==> src/idq_pkg.sv <==
// Shared types and field widths for the indexed double-ended queue.
`timescale 1ns / 1ps

package idq_pkg;

    localparam int OPCODE_W = 3;
    localparam int POS_W    = 10;
    localparam int ITEM_W   = 32;
    localparam int STATUS_W = 2;
    localparam int COUNT_W  = 11;

    typedef enum logic [OPCODE_W-1:0] {
        OP_PUSH_BACK  = 3'd0,
        OP_POP_BACK   = 3'd1,
        OP_PUSH_FRONT = 3'd2,
        OP_POP_FRONT  = 3'd3,
        OP_READ       = 3'd4,
        OP_WRITE      = 3'd5
    } opcode_t;

    typedef enum logic [STATUS_W-1:0] {
        ST_OK    = 2'd0,
        ST_RANGE = 2'd1,
        ST_FULL  = 2'd2
    } status_t;

    typedef struct packed {
        logic accept;
        logic load_read;
    } dp_cmd_t;

    typedef struct packed {
        logic read_hit;
    } dp_status_t;

endpackage

==> src/idq_ctrl.sv <==
// Controller: accepts one beat, waits on the RAM read when a read hits, holds the result.
`timescale 1ns / 1ps

module idq_ctrl (
    input  logic                clk,
    input  logic                rst_n,
    input  logic                in_valid,
    output logic                in_stall,
    output logic                out_valid,
    input  logic                out_stall,
    input  idq_pkg::dp_status_t stat,
    output idq_pkg::dp_cmd_t    cmd
);

    typedef enum logic [2:0] {
        S_IDLE = 3'b001,
        S_READ = 3'b010,
        S_HOLD = 3'b100
    } state_t;

    state_t state_reg;
    state_t state_next;
    logic   accept;

    assign accept        = in_valid && (state_reg == S_IDLE);
    assign cmd.accept    = accept;
    assign cmd.load_read = (state_reg == S_READ);
    assign in_stall      = (state_reg != S_IDLE);
    assign out_valid     = (state_reg == S_HOLD);

    always_comb
    begin
        state_next = state_reg;
        unique case (state_reg)
            S_IDLE:
            begin
                if (accept)
                begin
                    state_next = stat.read_hit ? S_READ : S_HOLD;
                end
            end
            S_READ:
            begin
                state_next = S_HOLD;
            end
            S_HOLD:
            begin
                if (!out_stall)
                begin
                    state_next = S_IDLE;
                end
            end
            default:
            begin
                state_next = S_IDLE;
            end
        endcase
    end

    always_ff @(posedge clk or negedge rst_n)
    begin
        if (!rst_n)
        begin
            state_reg <= S_IDLE;
        end
        else
        begin
            state_reg <= state_next;
        end
    end

endmodule

==> config.mk <==
export PLATFORM = sky130hd
export DESIGN_NAME = idq_ctrl
export DESIGN_NICKNAME = d
export VERILOG_FILES = /design/src/idq_pkg.sv /design/src/idq_ctrl.sv
export SDC_FILE = /design/constraint.sdc
export NUM_CORES = 1
export LEC_CHECK = 0
export ABC_AREA = 0
export BUFFER_PORTS_ARGS = -buffer_cell sky130_fd_sc_hd__buf_2
export CAP_MARGIN = 20
export CELL_PAD_IN_SITES_DETAIL_PLACEMENT = 0
export CELL_PAD_IN_SITES_GLOBAL_PLACEMENT = 1
export CORE_AREA = 2 2 39 41
export CTS_BUF_LIST = sky130_fd_sc_hd__clkbuf_4 sky130_fd_sc_hd__clkbuf_8
export CTS_CLUSTER_DIAMETER = 50
export DETAILED_ROUTE_END_ITERATION = 12
export DIE_AREA = 0 0 41 43
export GPL_TIMING_DRIVEN = 0
export PLACE_DENSITY = 0.36
export SLEW_MARGIN = 10
export SYNTH_ARGS = -nofsm -noshare
export SYNTH_HDL_FRONTEND = slang
export SYNTH_SLANG_ARGS = --single-unit
==> constraint.sdc <==
create_clock -name clk -period 1.1 [get_ports clk]
set_input_delay 0.165 -clock clk [delete_from_list [all_inputs] [get_ports clk]]
set_output_delay 0.165 -clock clk [all_outputs]
set_load 0.01 [all_outputs]
==> out/metrics.csv <==
stage,metric,value,unit
status,status,finished with violations,
status,violated checks,setup timing,
global_route,gr usage total,6.84,%
setup_path,CP Launch Point,state_reg[0],
timing,skew final,0.000218,ns
yosys,syn nets,20,
die,placeable core region,1380,sq um
placement,pre-CTS WS,-0.0906,ns
global_route,initial antenna violation count,0,
yosys,Post-synth top cells,"2 x dfrtp_1, 2 x inv_1, 2 x nor3_1, 2 x nor4bb_1",
timing,min Tclk post-route,1.29,ns
pwr,clock power share,24.4,%
timing,final setup violating endpoints,7,
die,initial core utilization,11.7,%
yosys,synthesized area,161,sq um
placement,GPL Wtd Cong,0.647,
yosys,cell taking the most area after synthesis,dfrtp_1,
die,die area,1760,sq um
global_route,first-pass GRT wire length,703,microns
timing,RSZ-0062 raised after global routing,yes,
timing,Least-Margin Pin Slew,0.276,ns
clocking,CTS H-tree depth,1,
yosys,Syn Inst Count,15,
routing,number of DRC markers after the initial detailed-route iteration,0,
layout,max FFs per register,3,
timing,FMAX,0.777,GHz
pwr,P_sw,260,uW
timing,sum of negative setup slack,-0.864,ns
die,die width,41,microns
clocking,clk sinks,3,
routing,Post-Route WL,434,microns
setup_path,"Req. time, crit path",0.94,ns
clocking,CTS tree,done,
global_route,pin count of the biggest net entering global routing,6,
timing,PnR worst setup slack,-0.187,ns
routing,Via density,3.65,
pwr,Tot Pwr,876,uW
yosys,Yosys top cell area share,31.0,%
routing,DRC,0,
yosys,Seq cells post-synth,3,
yosys,ys flop type,dfrtp_1,
setup_path,reg2reg path depth,4,
yosys,sequential fraction of the synthesis area,47.3,%
global_route,number of global-route vias before repair,184,
clocking,total CTS buffers,3,
timing,final slew viol count,0,
placement,area post-placement,221,sq um
yosys,number of synthesized flops with an enable pin,0,
setup_path,Critical Path Sink,cmd[1],
layout,Layout area overhead,109,%
pwr,combinational share of power,51.4,%
placement,placed wire-length estimate,287,microns
layout,fraction of layout cells with a size suffix above 1,78.1,%
layout,fin area,337,sq um
worst_hold_path,Hold Crit Class,in -> reg,
pwr,Max rail drop VDD,0.000814,V
die,I/O pin total,9,
pwr,Sw Share,29.7,%
timing,"Hold Vio Cnt, Final",0,
setup_path,Startpoint Class,register,
layout,number of diodes,0,
die,# rows,14,
global_route,Congestion Overflow GR,0,
pwr,Pint,616,uW
clocking,clk root buf,clkbuf_4,
layout,layout net count,38,
setup_path,CP max FO,3,
yosys,"top cells by area, synth","dfrtp_1 31%, dfstp_2 16%, nor4bb_1 12%",
placement,I/O Buffers,8,
setup_path,r2r setup slk,-0.09,ns
pwr,sequential power share,24.3,%
flow_run,maxcap violations,0,
yosys,synth unique cells,11,
die,chip height,43,microns
timing,Tcrit/Tclk final,117,%
yosys,Post-synth ARST share,100,%
setup_path,Reg-to-Reg End,state_reg[0],
routing,Antenna Nets Post-Route,0,
timing,Worst slew margin,81.3,%
setup_path,Setup CP Type,reg -> out,
clocking,CTS clock-pin slew for the worst setup and hold paths,0.04,ns
yosys,Avg Inst Size Synth,10.8,sq um
pwr,PwrDens,2600,nW/um^2
setup_path,worst r2r src,state_reg[2],
routing,Pre-Repair DR Iteration Count,1,
routing,wire per inst,9.04,microns
clocking,Worst-Skew Late Latency,0.23,ns
pwr,P_leak,0.000164,uW
setup_path,"Arr. time, crit path",1.12,ns
setup_path,CP Capture Type,primary output,
routing,Vias,175,
clocking,largest buffer count on any clock path,2,
yosys,warning count from the yosys run,0,
==> final cells by class <==
type,count,area (sq um)
sequential,3,77.6
fill,156,1050
multi-input combinational,9,93.8
tap,16,20.0
inverter,2,7.51
timing repair buffer,14,108
clock buffer,4,30.0
==> power groups by stage <==
stage	sequential [uW]	combinational, uW	clock [uW]
after global placement	216	217	0
final	213	450	214
after global routing	219	486	242
after floorplan	203	147	0
after detailed placement	216	218	0
after CTS	208	424	228
==> per-stage QoR <==
stage               utilization (%)  std cells  hold WS (ns)
floorplan                         -         15        -0.131
global placement               16.0         39       -0.0401
detailed placement             16.0         39       -0.0392
CTS                            23.5         47         0.171
global route                   24.3         48         0.174
finish                         24.3         48         0.179
==> layer usage <==
layer / routed length (microns) / up-vias / GRT usage, % / part of all wire [%]
met5: 0 / - / 0 / 0
met4: 9 / 0 / 10.0 / 2.1
met3: 30 / 2 / 3.14 / 6.9
met2: 213 / 6 / 8.75 / 49
met1: 181 / 77 / 6.15 / 42
li1: - / 90 / - / -
==> layout by cell type, fill, tap and decap left out <==
master | Yosys | final
buf_4 | 1 | 3
dfstp_2 | 1 | 1
nor3b_2 | 0 | 1
a211o_1 | 1 | 1
buf_2 | 0 | 6
buf_6 | 0 | 4
dfrtp_2 | 0 | 1
and4bb_2 | 1 | 1
nor3_2 | 0 | 1
nand3_2 | 0 | 1
nor4bb_1 | 2 | 1
dlygate4sd3_1 | 0 | 1
inv_1 | 2 | 2
dfrtp_1 | 2 | 1
and2_4 | 0 | 1
nor3_1 | 2 | 1
nor4bb_2 | 0 | 1
clkbuf_4 | 0 | 4
==> kinds of logic (layout without fill, tap and decap cells) <==
family / count (synthesis) / after routing / synth area share [%]
compound gates: 1 / 1 / 5.43
buf+inv: 3 / 20 / 9.31
simple gates: 8 / 8 / 38.0
flops: 3 / 3 / 47.3
==> how the worst min path moves through the flow <==
stage / from / to / slack [ns] / cells after the start
final: stat / state_reg[1] / 0.18 / 2
after global placement: rst_n / state_reg[2] / -0.04 / 1
after detailed placement: rst_n / state_reg[2] / -0.04 / 1
after global routing: stat / state_reg[1] / 0.17 / 2
after floorplan: rst_n / state_reg[1] / -0.13 / 0
after CTS: stat / state_reg[1] / 0.17 / 2
==> what timing repair did <==
item	CTS	global route
hold buffers	1	0
buffers inserted	4	1
pin swaps	4	0
hold endpoints to repair	3	0
setup endpoints to repair	4	7
gates resized for setup	8	2
==> critical path, stage by stage (launching register included) <==
cell	delay, ns
dfstp_2	0.54
and4bb_2	0.25
buf_6	0.10
Note: power is estimated with default switching activity, not from simulation.
